### config.mk
export PLATFORM = sky130hd
export DESIGN_NAME = crsf_frame_receiver
export DESIGN_NICKNAME = d
export VERILOG_FILES = /design/src/crsf_pkg.sv /design/src/crsf_front.sv /design/src/crsf_cmd_queue.sv /design/src/crsf_back.sv /design/src/crsf_frame_receiver.sv
export VERILOG_INCLUDE_DIRS = /design/src /design/src/src
export SDC_FILE = /design/constraint.sdc
export NUM_CORES = 2
export LEC_CHECK = 0
export BUFFER_PORTS_ARGS = -buffer_cell sky130_fd_sc_hd__buf_2
export CORE_MARGIN = 4
export CORE_UTILIZATION = 30
export DETAILED_ROUTE_END_ITERATION = 16
export PLACE_DENSITY_LB_ADDON = 0.15
export SYNTH_ARGS = -nofsm -noshare
export SYNTH_HDL_FRONTEND = slang
export SYNTH_SLANG_ARGS = --single-unit
### constraint.sdc
create_clock -name clk -period 28.9 [get_ports clk]
set_clock_uncertainty 0.1 [all_clocks]
set_input_delay 1.445 -clock clk [delete_from_list [all_inputs] [get_ports clk]]
set_output_delay 1.445 -clock clk [all_outputs]
set_load 0.02 [all_outputs]
### src/crsf_frame_receiver_macros.svh
// ----------------------------------------------------------------------------
// CRSF frame receiver assertion macros
// Shared concurrent assertion forms, clocked on clk and disabled in reset.
// ----------------------------------------------------------------------------
`ifndef CRSF_FRAME_RECEIVER_MACROS_SVH
`define CRSF_FRAME_RECEIVER_MACROS_SVH

// Consequent must hold in the same cycle as the antecedent.
`define CRSF_ASSERT_NOW(label, ante, cons, msg) \
  label: assert property (@(posedge clk) disable iff (rst) (ante) |-> (cons)) \
    else $error(msg);

// Consequent must hold in the cycle after the antecedent.
`define CRSF_ASSERT_NEXT(label, ante, cons, msg) \
  label: assert property (@(posedge clk) disable iff (rst) (ante) |=> (cons)) \
    else $error(msg);

`endif

### src/crsf_pkg.sv
// ----------------------------------------------------------------------------
// CRSF receiver package
// Types, codes and constants shared by the receiver front, queue and back.
// ----------------------------------------------------------------------------
package crsf_pkg;

  localparam int NUM_CH     = 16;
  localparam int CH_W       = 11;
  localparam int RC_PAYLOAD = 22;
  localparam int PAYLOAD_W  = RC_PAYLOAD * 8;
  localparam int CFG_IDX_W  = 8;

  localparam logic OP_BYTE = 1'b0;
  localparam logic OP_TICK = 1'b1;

  localparam logic [1:0] KIND_UPDATE   = 2'd0;
  localparam logic [1:0] KIND_FS_ENTER = 2'd1;
  localparam logic [1:0] KIND_FS_LEAVE = 2'd2;

  localparam logic [CFG_IDX_W-1:0] REG_SYNC_ADDRESS     = 8'd0;
  localparam logic [CFG_IDX_W-1:0] REG_RC_FRAME_TYPE    = 8'd1;
  localparam logic [CFG_IDX_W-1:0] REG_CHANNEL_ENABLE   = 8'd2;
  localparam logic [CFG_IDX_W-1:0] REG_FAILSAFE_TIMEOUT = 8'd3;

  localparam logic [7:0]  CRC_POLY       = 8'hD5;
  localparam logic [11:0] NEVER_REPORTED = 12'h800;

  typedef struct packed {
    logic [7:0]  sync_address;
    logic [7:0]  rc_frame_type;
    logic [15:0] channel_enable;
    logic [31:0] failsafe_timeout;
  } crsf_cfg_t;

  typedef struct packed {
    logic                 fs_enter;
    logic                 fs_leave;
    logic [PAYLOAD_W-1:0] payload;
  } crsf_cmd_t;

endpackage

### src/crsf_front.sv
// ----------------------------------------------------------------------------
// CRSF receiver front
// Parses bytes into frames, checks length and CRC, runs the idle timer and
// queues failsafe-entry and accepted RC-frame commands for the back.
// ----------------------------------------------------------------------------
module crsf_front #(
  parameter int MAX_FRAME = 64
) (
  input  logic                clk,
  input  logic                rst,
  input  crsf_pkg::crsf_cfg_t cfg,
  input  logic                in_valid,
  output logic                in_ready,
  input  logic                in_op,
  input  logic [7:0]          in_byte,
  output logic                push,
  output crsf_pkg::crsf_cmd_t push_cmd,
  input  logic                q_full
);
  import crsf_pkg::*;

  localparam logic [8:0] MAX_LEN = 9'(MAX_FRAME);
  localparam logic [7:0] MIN_RC_LEN = 8'(RC_PAYLOAD + 4);

  function automatic logic [7:0] crc_step(input logic [7:0] crc, input logic [7:0] b);
    logic [7:0] c;
    c = crc ^ b;
    for (int i = 0; i < 8; i++) begin
      c = c[7] ? ((c << 1) ^ CRC_POLY) : (c << 1);
    end
    return c;
  endfunction

  logic [7:0]  byte_count;
  logic [7:0]  expected_length;
  logic [7:0]  running_crc;
  logic [7:0]  frame_kind;
  logic [7:0]  payload_store [RC_PAYLOAD];
  logic [31:0] idle_timer;
  logic        rc_seen;
  logic        failsafe_active;

  logic        accept;
  logic [31:0] timer_inc;
  logic        fs_fire;
  logic        frame_ok;
  logic        in_body;
  logic        is_final;
  logic        bad_length;
  logic [7:0]  pay_off;
  logic        pay_wr;

  assign in_ready = !q_full;
  assign accept   = in_valid && !q_full;

  assign timer_inc  = (idle_timer == 32'hFFFF_FFFF) ? idle_timer : idle_timer + 32'd1;
  assign fs_fire    = rc_seen && (timer_inc > cfg.failsafe_timeout) && !failsafe_active;
  assign frame_ok   = (running_crc == in_byte) && (frame_kind == cfg.rc_frame_type) &&
                      (expected_length >= MIN_RC_LEN);
  assign in_body    = ({1'b0, byte_count} + 9'd1) < {1'b0, expected_length};
  assign is_final   = (byte_count >= 8'd2) && !in_body;
  assign bad_length = (in_byte < 8'd2) || (({1'b0, in_byte} + 9'd2) > MAX_LEN);
  assign pay_off    = byte_count - 8'd3;
  assign pay_wr     = (byte_count >= 8'd3) && (pay_off < 8'(RC_PAYLOAD));

  always_comb begin
    push = 1'b0;
    if (accept) begin
      if (in_op == OP_TICK) begin
        push = fs_fire;
      end else begin
        push = is_final && frame_ok;
      end
    end
  end

  always_comb begin
    push_cmd.fs_enter = (in_op == OP_TICK);
    push_cmd.fs_leave = failsafe_active;
    for (int i = 0; i < RC_PAYLOAD; i++) begin
      push_cmd.payload[i*8 +: 8] = payload_store[i];
    end
  end

  always_ff @(posedge clk) begin
    if (rst) begin
      byte_count      <= '0;
      expected_length <= '0;
      running_crc     <= '0;
      frame_kind      <= '0;
      idle_timer      <= '0;
      rc_seen         <= 1'b0;
      failsafe_active <= 1'b0;
    end else if (accept) begin
      if (in_op == OP_TICK) begin
        if (rc_seen) begin
          idle_timer <= timer_inc;
          if (fs_fire) begin
            failsafe_active <= 1'b1;
          end
        end
      end else if (byte_count == 8'd0) begin
        if (in_byte == cfg.sync_address) begin
          byte_count <= 8'd1;
        end
      end else if (byte_count == 8'd1) begin
        if (bad_length) begin
          byte_count <= 8'd0;
        end else begin
          expected_length <= in_byte + 8'd2;
          running_crc     <= 8'd0;
          byte_count      <= 8'd2;
        end
      end else if (in_body) begin
        running_crc <= crc_step(running_crc, in_byte);
        if (byte_count == 8'd2) begin
          frame_kind <= in_byte;
        end
        byte_count <= byte_count + 8'd1;
      end else begin
        if (frame_ok) begin
          idle_timer      <= '0;
          rc_seen         <= 1'b1;
          failsafe_active <= 1'b0;
        end
        byte_count <= 8'd0;
      end
    end
  end

  always_ff @(posedge clk) begin
    if (accept && (in_op == OP_BYTE) && in_body && pay_wr) begin
      payload_store[pay_off[4:0]] <= in_byte;
    end
  end

endmodule

### src/crsf_cmd_queue.sv
// ----------------------------------------------------------------------------
// CRSF command queue
// Two-entry queue of commands between the receiver front and back.
// ----------------------------------------------------------------------------
module crsf_cmd_queue (
  input  logic                clk,
  input  logic                rst,
  input  logic                push,
  input  crsf_pkg::crsf_cmd_t push_cmd,
  output logic                full,
  input  logic                pop,
  output logic                valid,
  output crsf_pkg::crsf_cmd_t cmd
);
  import crsf_pkg::*;

  crsf_cmd_t   entries [2];
  logic        wr_ptr;
  logic        rd_ptr;
  logic [1:0]  count;

  assign full  = (count == 2'd2);
  assign valid = (count != 2'd0);
  assign cmd   = entries[rd_ptr];

  always_ff @(posedge clk) begin
    if (rst) begin
      wr_ptr <= 1'b0;
      rd_ptr <= 1'b0;
      count  <= 2'd0;
    end else begin
      if (push) begin
        wr_ptr <= !wr_ptr;
      end
      if (pop) begin
        rd_ptr <= !rd_ptr;
      end
      if (push && !pop) begin
        count <= count + 2'd1;
      end else if (pop && !push) begin
        count <= count - 2'd1;
      end
    end
  end

  always_ff @(posedge clk) begin
    if (push) begin
      entries[wr_ptr] <= push_cmd;
    end
  end

endmodule

### src/crsf_back.sv
// ----------------------------------------------------------------------------
// CRSF receiver back
// Executes queued commands: compares channels with the last reported values
// and emits failsafe and channel-update results through an output register.
// ----------------------------------------------------------------------------
module crsf_back (
  input  logic                clk,
  input  logic                rst,
  input  logic [15:0]         channel_enable,
  input  logic                q_valid,
  input  crsf_pkg::crsf_cmd_t q_cmd,
  output logic                q_pop,
  output logic                out_valid,
  input  logic                out_ready,
  output logic [1:0]          out_kind,
  output logic [3:0]          out_index,
  output logic [10:0]         out_value,
  output logic                out_last
);
  import crsf_pkg::*;

  localparam logic [1:0] B_IDLE = 2'd0;
  localparam logic [1:0] B_SCAN = 2'd1;
  localparam logic [1:0] B_EMIT = 2'd2;

  logic [1:0]           state;
  logic                 pend_fail;
  logic                 pend_leave;
  logic [NUM_CH-1:0]    mask;
  logic [PAYLOAD_W-1:0] payload;
  logic [11:0]          reported [NUM_CH];

  logic [NUM_CH-1:0]    mask_new;
  logic [NUM_CH-1:0]    low_bit;
  logic [NUM_CH-1:0]    mask_rest;
  logic [3:0]           low_idx;
  logic [CH_W-1:0]      low_val;
  logic                 slot_free;

  assign q_pop     = (state == B_IDLE) && q_valid;
  assign slot_free = !out_valid || out_ready;

  always_comb begin
    for (int ch = 0; ch < NUM_CH; ch++) begin
      mask_new[ch] = channel_enable[ch] &&
                     (reported[ch] != {1'b0, payload[ch*CH_W +: CH_W]});
    end
  end

  assign low_bit   = mask & (~mask + 16'd1);
  assign mask_rest = mask & ~low_bit;

  always_comb begin
    low_idx = 4'd0;
    for (int ch = 0; ch < NUM_CH; ch++) begin
      if (low_bit[ch]) begin
        low_idx = 4'(ch);
      end
    end
  end

  assign low_val = payload[low_idx*CH_W +: CH_W];

  always_ff @(posedge clk) begin
    if (rst) begin
      state      <= B_IDLE;
      pend_fail  <= 1'b0;
      pend_leave <= 1'b0;
      mask       <= '0;
      out_valid  <= 1'b0;
      for (int ch = 0; ch < NUM_CH; ch++) begin
        reported[ch] <= NEVER_REPORTED;
      end
    end else begin
      if (out_valid && out_ready && (state != B_EMIT)) begin
        out_valid <= 1'b0;
      end
      unique case (state)
        B_IDLE: begin
          if (q_valid) begin
            pend_fail  <= q_cmd.fs_enter;
            pend_leave <= !q_cmd.fs_enter && q_cmd.fs_leave;
            state      <= B_SCAN;
          end
        end
        B_SCAN: begin
          if (pend_fail) begin
            mask  <= '0;
            state <= B_EMIT;
          end else begin
            mask <= mask_new;
            for (int ch = 0; ch < NUM_CH; ch++) begin
              if (mask_new[ch]) begin
                reported[ch] <= {1'b0, payload[ch*CH_W +: CH_W]};
              end
            end
            state <= (pend_leave || (mask_new != '0)) ? B_EMIT : B_IDLE;
          end
        end
        B_EMIT: begin
          if (slot_free) begin
            out_valid <= 1'b1;
            if (pend_fail) begin
              out_kind  <= KIND_FS_ENTER;
              out_index <= '0;
              out_value <= '0;
              out_last  <= 1'b1;
              pend_fail <= 1'b0;
              state     <= B_IDLE;
            end else if (pend_leave) begin
              out_kind   <= KIND_FS_LEAVE;
              out_index  <= '0;
              out_value  <= '0;
              out_last   <= (mask == '0);
              pend_leave <= 1'b0;
              if (mask == '0) begin
                state <= B_IDLE;
              end
            end else begin
              out_kind  <= KIND_UPDATE;
              out_index <= low_idx;
              out_value <= low_val;
              out_last  <= (mask_rest == '0);
              mask      <= mask_rest;
              if (mask_rest == '0) begin
                state <= B_IDLE;
              end
            end
          end
        end
        default: begin
          state <= B_IDLE;
        end
      endcase
    end
  end

  always_ff @(posedge clk) begin
    if (q_pop) begin
      payload <= q_cmd.payload;
    end
  end

endmodule

### src/crsf_frame_receiver.sv
// ----------------------------------------------------------------------------
// CRSF frame receiver
// Parses CRSF serial bytes into RC-channel updates and tracks link failsafe.
// ----------------------------------------------------------------------------
// Each serial byte or tick is taken whenever the two-entry command queue has
// room, so input bytes flow at one per cycle. An accepted frame's final byte or
// a timeout tick queues one command; the back takes it in its idle state and
// compares channels in its scan state, then delivers one result per cycle (up
// to seventeen for a frame) through its output register while the sink is ready.
// The output handshake paces the back.
`include "crsf_frame_receiver_macros.svh"

module crsf_frame_receiver #(
  parameter int MAX_FRAME = 64
) (
  input  logic        clk,
  input  logic        rst,
  input  logic        s_axis_tvalid,
  output logic        s_axis_tready,
  input  logic [7:0]  s_axis_tdata,   // [7:0] data_byte
  input  logic        s_axis_tuser,   // [0] op
  output logic        m_axis_tvalid,
  input  logic        m_axis_tready,
  output logic [15:0] m_axis_tdata,   // [3:0] channel_index, [14:4] channel_value
  output logic [1:0]  m_axis_tuser,   // [1:0] kind
  output logic        m_axis_tlast,
  input  logic        cfg_valid,
  output logic        cfg_ready,
  input  logic [7:0]  cfg_index,
  input  logic [31:0] cfg_data
);
  import crsf_pkg::*;

  crsf_cfg_t   cfg;
  logic        q_push;
  crsf_cmd_t   q_push_cmd;
  logic        q_full;
  logic        q_pop;
  logic        q_valid;
  crsf_cmd_t   q_cmd;
  logic [3:0]  out_index;
  logic [10:0] out_value;

  assign cfg_ready = 1'b1;

  always_ff @(posedge clk) begin
    if (rst) begin
      cfg.sync_address     <= 8'd200;
      cfg.rc_frame_type    <= 8'd22;
      cfg.channel_enable   <= 16'hFFFF;
      cfg.failsafe_timeout <= 32'd1000000;
    end else if (cfg_valid) begin
      unique case (cfg_index)
        REG_SYNC_ADDRESS:     cfg.sync_address     <= cfg_data[7:0];
        REG_RC_FRAME_TYPE:    cfg.rc_frame_type    <= cfg_data[7:0];
        REG_CHANNEL_ENABLE:   cfg.channel_enable   <= cfg_data[15:0];
        REG_FAILSAFE_TIMEOUT: cfg.failsafe_timeout <= cfg_data;
        default: begin
        end
      endcase
    end
  end

  crsf_front #(
    .MAX_FRAME(MAX_FRAME)
  ) u_front (
    .clk      (clk),
    .rst      (rst),
    .cfg      (cfg),
    .in_valid (s_axis_tvalid),
    .in_ready (s_axis_tready),
    .in_op    (s_axis_tuser),
    .in_byte  (s_axis_tdata),
    .push     (q_push),
    .push_cmd (q_push_cmd),
    .q_full   (q_full)
  );

  crsf_cmd_queue u_queue (
    .clk      (clk),
    .rst      (rst),
    .push     (q_push),
    .push_cmd (q_push_cmd),
    .full     (q_full),
    .pop      (q_pop),
    .valid    (q_valid),
    .cmd      (q_cmd)
  );

  crsf_back u_back (
    .clk            (clk),
    .rst            (rst),
    .channel_enable (cfg.channel_enable),
    .q_valid        (q_valid),
    .q_cmd          (q_cmd),
    .q_pop          (q_pop),
    .out_valid      (m_axis_tvalid),
    .out_ready      (m_axis_tready),
    .out_kind       (m_axis_tuser),
    .out_index      (out_index),
    .out_value      (out_value),
    .out_last       (m_axis_tlast)
  );

  assign m_axis_tdata = {1'b0, out_value, out_index};

  `CRSF_ASSERT_NOW(a_queue_no_overflow, q_push, !q_full, "command pushed into a full queue")
  `CRSF_ASSERT_NEXT(a_queue_holds_push, q_push && !q_pop, q_valid, "pushed command was lost")
  `CRSF_ASSERT_NOW(a_status_zero_data, m_axis_tvalid && (m_axis_tuser != KIND_UPDATE), m_axis_tdata == 16'd0, "status result carries channel data")
  `CRSF_ASSERT_NOW(a_kind_code, m_axis_tvalid, (m_axis_tuser == KIND_UPDATE) || (m_axis_tuser == KIND_FS_ENTER) || (m_axis_tuser == KIND_FS_LEAVE), "result kind out of range")

endmodule

Word level (Yosys, flattened, before mapping). Memories as Yosys holds them, arrays and structs flattened. A register that Yosys moved wholly into a read port is not among the register bits. Cells that the tools add are included.

Output and inout port bits: 22. Bits in writable memories: 724. Register bits: 349. Memories kept: 3. Word-level logic and storage cells: 376.

Memory list: u_queue.entries (words 2, width 178, read ports 1, clocked after Yosys merged registers in 1, write ports 1, RTL line crsf_cmd_queue.sv:17) `crsf_cmd_t entries [2];`; u_back.reported (words 16, width 12, read ports 16, clocked after Yosys merged registers in 0, write ports 16, RTL line crsf_back.sv:31) `logic [11:0] reported [NUM_CH];`; u_front.payload_store (words 22, width 8, read ports 22, clocked after Yosys merged registers in 0, write ports 1, RTL line crsf_front.sv:38) `logic [7:0] payload_store [RC_PAYLOAD];`.

Bitwise logic cells: 35. Reduce and logical (&&, ||, !) cells: 74. $add $sub $neg: 9. Multiply operators: 1. Magnitude comparators: 8. Shifts and indexed selects: 1. Equality and inequality tests: 42. Muxes and demuxes: 179.

Operators with widths (count): $mux W32 (7); $mux W12 (16); $ne A12 B11 Y1 (16); $shiftx A176 B9 Y11 (1); $mux W8 (15); $mux W1 (107); $mux W16 (4); $not A5 Y5 (8); $logic_and A1 B1 Y1 (33); $add A32 B1 Y32 const B (1); $and A16 B16 Y16 (2); $eq A32 B32 Y1 const B (1); $gt A32 B32 Y1 (1); $logic_not A16 Y1 (2); $mux W4 (8); $not A16 Y16 (2); $pmux W16 S2 (1); $mux W2 (14); $eq A8 B2 Y1 const B (3); $eq A8 B8 Y1 (3); $reduce_and A6 Y1 (3); $add A16 B1 Y16 const B (1); $eq A8 B1 Y1 const B (2); $ge A8 B2 Y1 const B (2); other kinds (37) (96).

Depth between registers and ports, before layout.
Word-level depth: 20. Gate-level depth with buffers: 21. Depth with buffers taken out: 19.

By module. From an unflattened synthesis, not the netlist that was laid out.

Cells, all modules: 3034. Area, all modules: 45003.2 µm².

Modules (own cells, without submodules): crsf_back (seq. area each 11921.4 µm², times used 1, area an instance 17669.4 µm², cells an instance 1240); crsf_cmd_queue (seq. area each 10790.3 µm², times used 1, area an instance 13475.4 µm², cells an instance 576); crsf_front (seq. area each 6606.3 µm², times used 1, area an instance 11136.9 µm², cells an instance 951); crsf_frame_receiver (seq. area each 1281.2 µm², times used 1, area an instance 2721.4 µm², cells an instance 267).

Worst setup path after synthesis. No wires, ideal clock.

Path kind: register -> register. From: register u_front.idle_timer[14]. To: memory u_queue.entries[0][0] (netlist name) (enable). Slack: 16.913 ns. Cell stages (with the launch flop): 17. Clock period less this slack: 11.987 ns. Arrival: 11.148 ns. Library setup time: 0.740 ns. Cells stage by stage: dfxtp_1 -> buf_4 -> nand4_1 -> or4_4 -> nor4_4 -> nor2_2 -> and3_1 -> buf_6 -> xor2_1 -> ha_1 -> nand4_1 -> a2111o_1 -> o211ai_1 -> a21o_1 -> o21ai_0 -> nand2_1 -> nor2b_1.

Cells in the longest elaborated chain, start to end: 9. Elaborated cells on any way between the ends: 10. Those cells by class: add/sub: 1; order compare: 1; eq/ne: 1; mux: 5; reduce/logical: 2.

Ends and longest elaborated chain: from (decl) (RTL line crsf_front.sv:39) `logic [31:0] idle_timer;`; from (signal assigned) (RTL line crsf_front.sv:97) `idle_timer <= timer_inc;`; $add A32 B1 Y32 or $eq A32 B32 Y1 (tied branches) (RTL line crsf_front.sv:56) `assign timer_inc = (idle_timer == 32'hFFFF_FFFF) ? idle_timer : idle_timer + 32'd1;`; $mux W32 * (RTL line crsf_front.sv:56); $gt A32 B32 Y1 * (RTL line crsf_front.sv:57) `assign fs_fire = rc_seen && (timer_inc > cfg.failsafe_timeout) && !failsafe_active;`; $logic_and A1 B1 Y1 * (2 in series) (RTL line crsf_front.sv:57); $mux W1 * (RTL line crsf_front.sv:69) `if (in_op == OP_TICK) begin`; $mux W1 * (RTL line crsf_front.sv:68) `if (accept) begin`; via q_push (RTL line crsf_frame_receiver.sv:35) `logic q_push;`; $mux W1 * (RTL line crsf_cmd_queue.sv:47) `if (push) begin`; $mux W1 (implied by the code) * (RTL line crsf_cmd_queue.sv:48) `entries[wr_ptr] <= push_cmd;`; to (decl) (RTL line crsf_cmd_queue.sv:17).

The timed path passes the listed nets; every way through them passes the cells marked *.

Final worst setup path.
From: register u_front.idle_timer[14]. To: memory u_queue.entries[0][28] (netlist name) (enable).

The elaborated chain is that of the path after synthesis.

==> summary.md <==
| Metric | Value |
|---|---|
| Status | `finished clean` |
| Largest net degree at the start of global routing | `123` |
| Pwr/cell area | `99.9 nW/um^2` |
| Relative slew slack | `16.9%` |
| Crit Path Class | `reg -> reg` |
| Gate Count Post-Synth | `3085` |
| Final min period | `7650 ps` |
| Port bufs | `73` |
| Initial Util | `30.3%` |
| Leak | `17.3 nW` |
| Synthesis Warnings | `0` |
| Clock sinks | `1074` |
| Root Driver | `clkbuf_16` |
| Hold Path Class | `reg -> reg` |
| Hold depth | `0` |
| DR iter-0 viols | `1844` |
| Routed len/inst | `22.7 um` |
| Syn nets | `3188` |
| Synth cell types | `74` |
| Layout area overhead | `14.8%` |
| CP Data Required Time | `29140 ps` |
| Top cells by area, synth | `edfxtp_1 (62%), dfxtp_1 (7.5%), mux2_2 (4.6%)` |
| Nets | `3286` |
| Latest clock arrival within the worst-skew pair | `730 ps` |
| Initial antenna violation count | `4` |
| H-tree Lvls | `3` |
| Max-cap violations | `0` |
| Vias in the first global route | `24.1k` |
| Core Util, Final | `34.8%` |
| Post-synth EDFFs | `909` |
| First-pass DRT Iterations | `5` |
| Least-Margin Pin Slew | `1240 ps` |
| Post-route ant nets | `0` |
| Post-synthesis sequential area ratio | `69.9%` |
| CP Max Fanout | `63` |
| Post-CTS setup buffers | `0` |
| Hold Fails Final Rpt | `0` |
| RSZ-0062 raised after global routing | `false` |
| TritonCTS clock tree | `built` |
| Total gr overflow | `0` |
| Max Slew Vio Count | `0` |
| Via count | `24.3k` |
| Num CTS Buffers | `116` |
| CP Capture Type | `register` |
| Via density | `4.68` |
| Filler Cell Count | `13.9k` |
| Cts repair resizes | `0` |
| Die Y | `390 um` |
| Die ar. | `152000 sq um` |
| Reg2reg path depth | `17` |
| Footprint of the multi-input gates | `12400 sq um` |
| HPWL Detailed | `77900 um` |
| Asr flop ratio synth | `0%` |
| Remaining DRCs | `0` |
| Layout cells sized above 1 | `15.0%` |
| Fin crit share | `26.5%` |
| Final setup viols | `0` |
| Die Span X | `390 um` |
| First-pass GRT wire length | `171000 um` |
| IO Count | `76` |
| Post-Route WL | `118000 um` |
| Rows | `139` |
| Core ar. | `144000 sq um` |
| Gp weighted congestion | `0.771` |
| Overall global routing resource usage | `15.4%` |
| Yosys top cell by area | `edfxtp_1` |
| Reg area | `30600 sq um` |
| Post-Syn Area per Cell | `14.2 sq um` |
| Hold-fix buffers, CTS | `0` |
| Synth Cell Area | `43800 sq um` |
| FF-to-FF setup slack | `21250 ps` |
| Arrival time worst endpoint | `7900 ps` |
| Post-route setup TNS | `0 ps` |
| Dominant synthesized flop cell | `edfxtp_1` |
| Synth top area share | `62.4%` |
| Fmax | `0.131 GHz` |
| Clk slew on worst S/H paths | `60 ps` |
| Max clock buf depth | `3` |
| Worst vdd ir | `0.000122 V` |
| Startpoint types | `register` |
| Seq cells post-synth | `1074` |
## synth_stat cells, drive strengths merged, types with 4 or more instances
| cell | count |
|---|---|
| buf | 26 |
| nor2b | 85 |
| nor3b | 4 |
| o31ai | 9 |
| o211ai | 5 |
| nor2 | 185 |
| a31oi | 25 |
| and2 | 124 |
| dfxtp | 165 |
| a21oi | 94 |
| mux2 | 179 |
| clkbuf | 111 |
| o21ai | 74 |
| xor2 | 206 |
| o2111ai | 7 |
| edfxtp | 909 |
| xnor2 | 52 |
| nand2b | 23 |
| a21o | 18 |
| nand3b | 14 |
| mux2i | 65 |
| a211oi | 12 |
| nor3 | 20 |
| a211o | 24 |
| or2 | 5 |
| a22o | 4 |
| and3 | 16 |
| nor4 | 69 |
| nand4 | 33 |
| nand2 | 262 |
| a2111oi | 4 |
| a32oi | 13 |
| nand3 | 57 |
| a22oi | 9 |
| inv | 77 |
| ha | 49 |
| or3 | 8 |
## power by group
group	leakage, nW	switching, W	total (W)	internal, W
Clock	1.86	0.000626	0.00150	0.000879
Sequential	9.82	0.000213	0.00218	0.00196
Combinational	5.58	0.000930	0.00133	0.000402
## layout by cell type (no fill, tap or decap), types with 9 or more instances in the layout
cell type	Yosys	layout
a211o_1	24	23
a211oi_1	12	11
a21o_1	18	18
a21oi_1	94	93
a22oi_1	9	9
a31oi_1	25	25
a32oi_1	13	13
and2_1	123	122
and3_1	15	15
buf_2	18	72
buf_4	6	43
bufinv_16	0	14
clkbuf_1	111	22
clkbuf_16	0	118
clkinv_1	0	27
clkinv_2	0	20
dfxtp_1	165	164
edfxtp_1	909	909
ha_1	49	49
inv_1	77	76
mux2_2	179	179
mux2i_1	65	65
nand2_1	262	262
nand2b_1	23	23
nand3_1	57	57
nand3b_1	14	14
nand4_1	33	33
nor2_1	184	182
nor2b_1	85	84
nor3_1	19	17
nor4_1	67	67
o21ai_0	66	66
o31ai_1	9	9
xnor2_1	52	52
xor2_1	206	206
## cell families after synthesis
group                    count (synthesis)  synth area share (%)
buffers and inverters                  214                  1.96
adder cells (fa/ha/maj)                 50                  1.42
other                                    2                0.0172
XOR/XNOR                               258                  5.16
AO/OA/AOI/OAI                          320                  4.69
multiplexers                           244                  6.09
AND/OR/NAND/NOR                        923                  10.7
flip-flops                            1074                  69.9
## per-layer routing
layer / vias to the layer above / share of wire [%] / track usage (%) / routed length (um)
li1: 11500 / - / - / -
met1: 12200 / 48 / 22.2 / 57100
met2: 439 / 45 / 23.8 / 53100
met3: 143 / 4.1 / 2.39 / 4860
met4: 2 / 2.3 / 4.60 / 2750
met5: - / 0.011 / 0 / 13
## final timing paths
path                                  endpoint                                   start
max           u_queue.entries[0][28]$_DFFE_PP_     u_front.idle_timer[14]$_SDFFE_PP0P_
min reg2reg  u_queue.entries[0][161]$_DFFE_PP_  u_front.payload_store[20][1]$_DFFE_PP_
max reg2reg   u_queue.entries[0][28]$_DFFE_PP_     u_front.idle_timer[14]$_SDFFE_PP0P_
min          u_queue.entries[0][161]$_DFFE_PP_  u_front.payload_store[20][1]$_DFFE_PP_
## sequential cells by signal, indices dropped and copies added, names as in the netlist, 4 cells and up, named ones only
signal and flops:
u_back.mask 16, u_front.expected_length 8, u_back.out_value 11, u_back.out_index 4
u_front.idle_timer 32, u_front.payload_store 176, u_back.payload 176, cfg 64
u_back.reported 192, u_front.byte_count 8, u_queue.entries 356, u_front.frame_kind 8
u_front.running_crc 8
## worst max-delay path, stage by stage (launching register included)
cell      delay (ps)
dfxtp_1          470
nand4_1          180
or4_4            570
nor4_4           620
nor2_1           210
and4_1           290
xor2_1           150
ha_1             300
nand4_1          140
a2111o_1         410
o211ai_1         130
a21o_1           140
o21ai_0          170
nand2_1          220
nor2b_4          760
buf_4            580
buf_4            870
buf_4            810
## stage by stage
step	total power, W	hold WS [ps]	setup slack [ps]	cell area (sq um)	std cells
3_3_place_gp	0.00357	321	21040	46400	4968
4_1_cts	0.00509	322	20960	50200	5185
3_5_place_dp	0.00356	329	21010	46400	4968
2_1_floorplan	0.00292	321	16910	43800	3085
5_1_grt	0.00526	334	20600	50200	5185
6_report	0.00501	328	21250	50200	5188
## final cells by class
type | count | area share (%)
Sequential cell | 1074 | 60.9
Multi-Input combinational cell | 1797 | 24.6
Clock buffer | 142 | 6.10
Tap cell | 1903 | 4.74
Clock inverter | 75 | 1.57
Timing Repair Buffer | 117 | 1.43
Inverter | 77 | 0.591
Antenna cell | 3 | 0.0150
(Power assumes the default switching activity.)
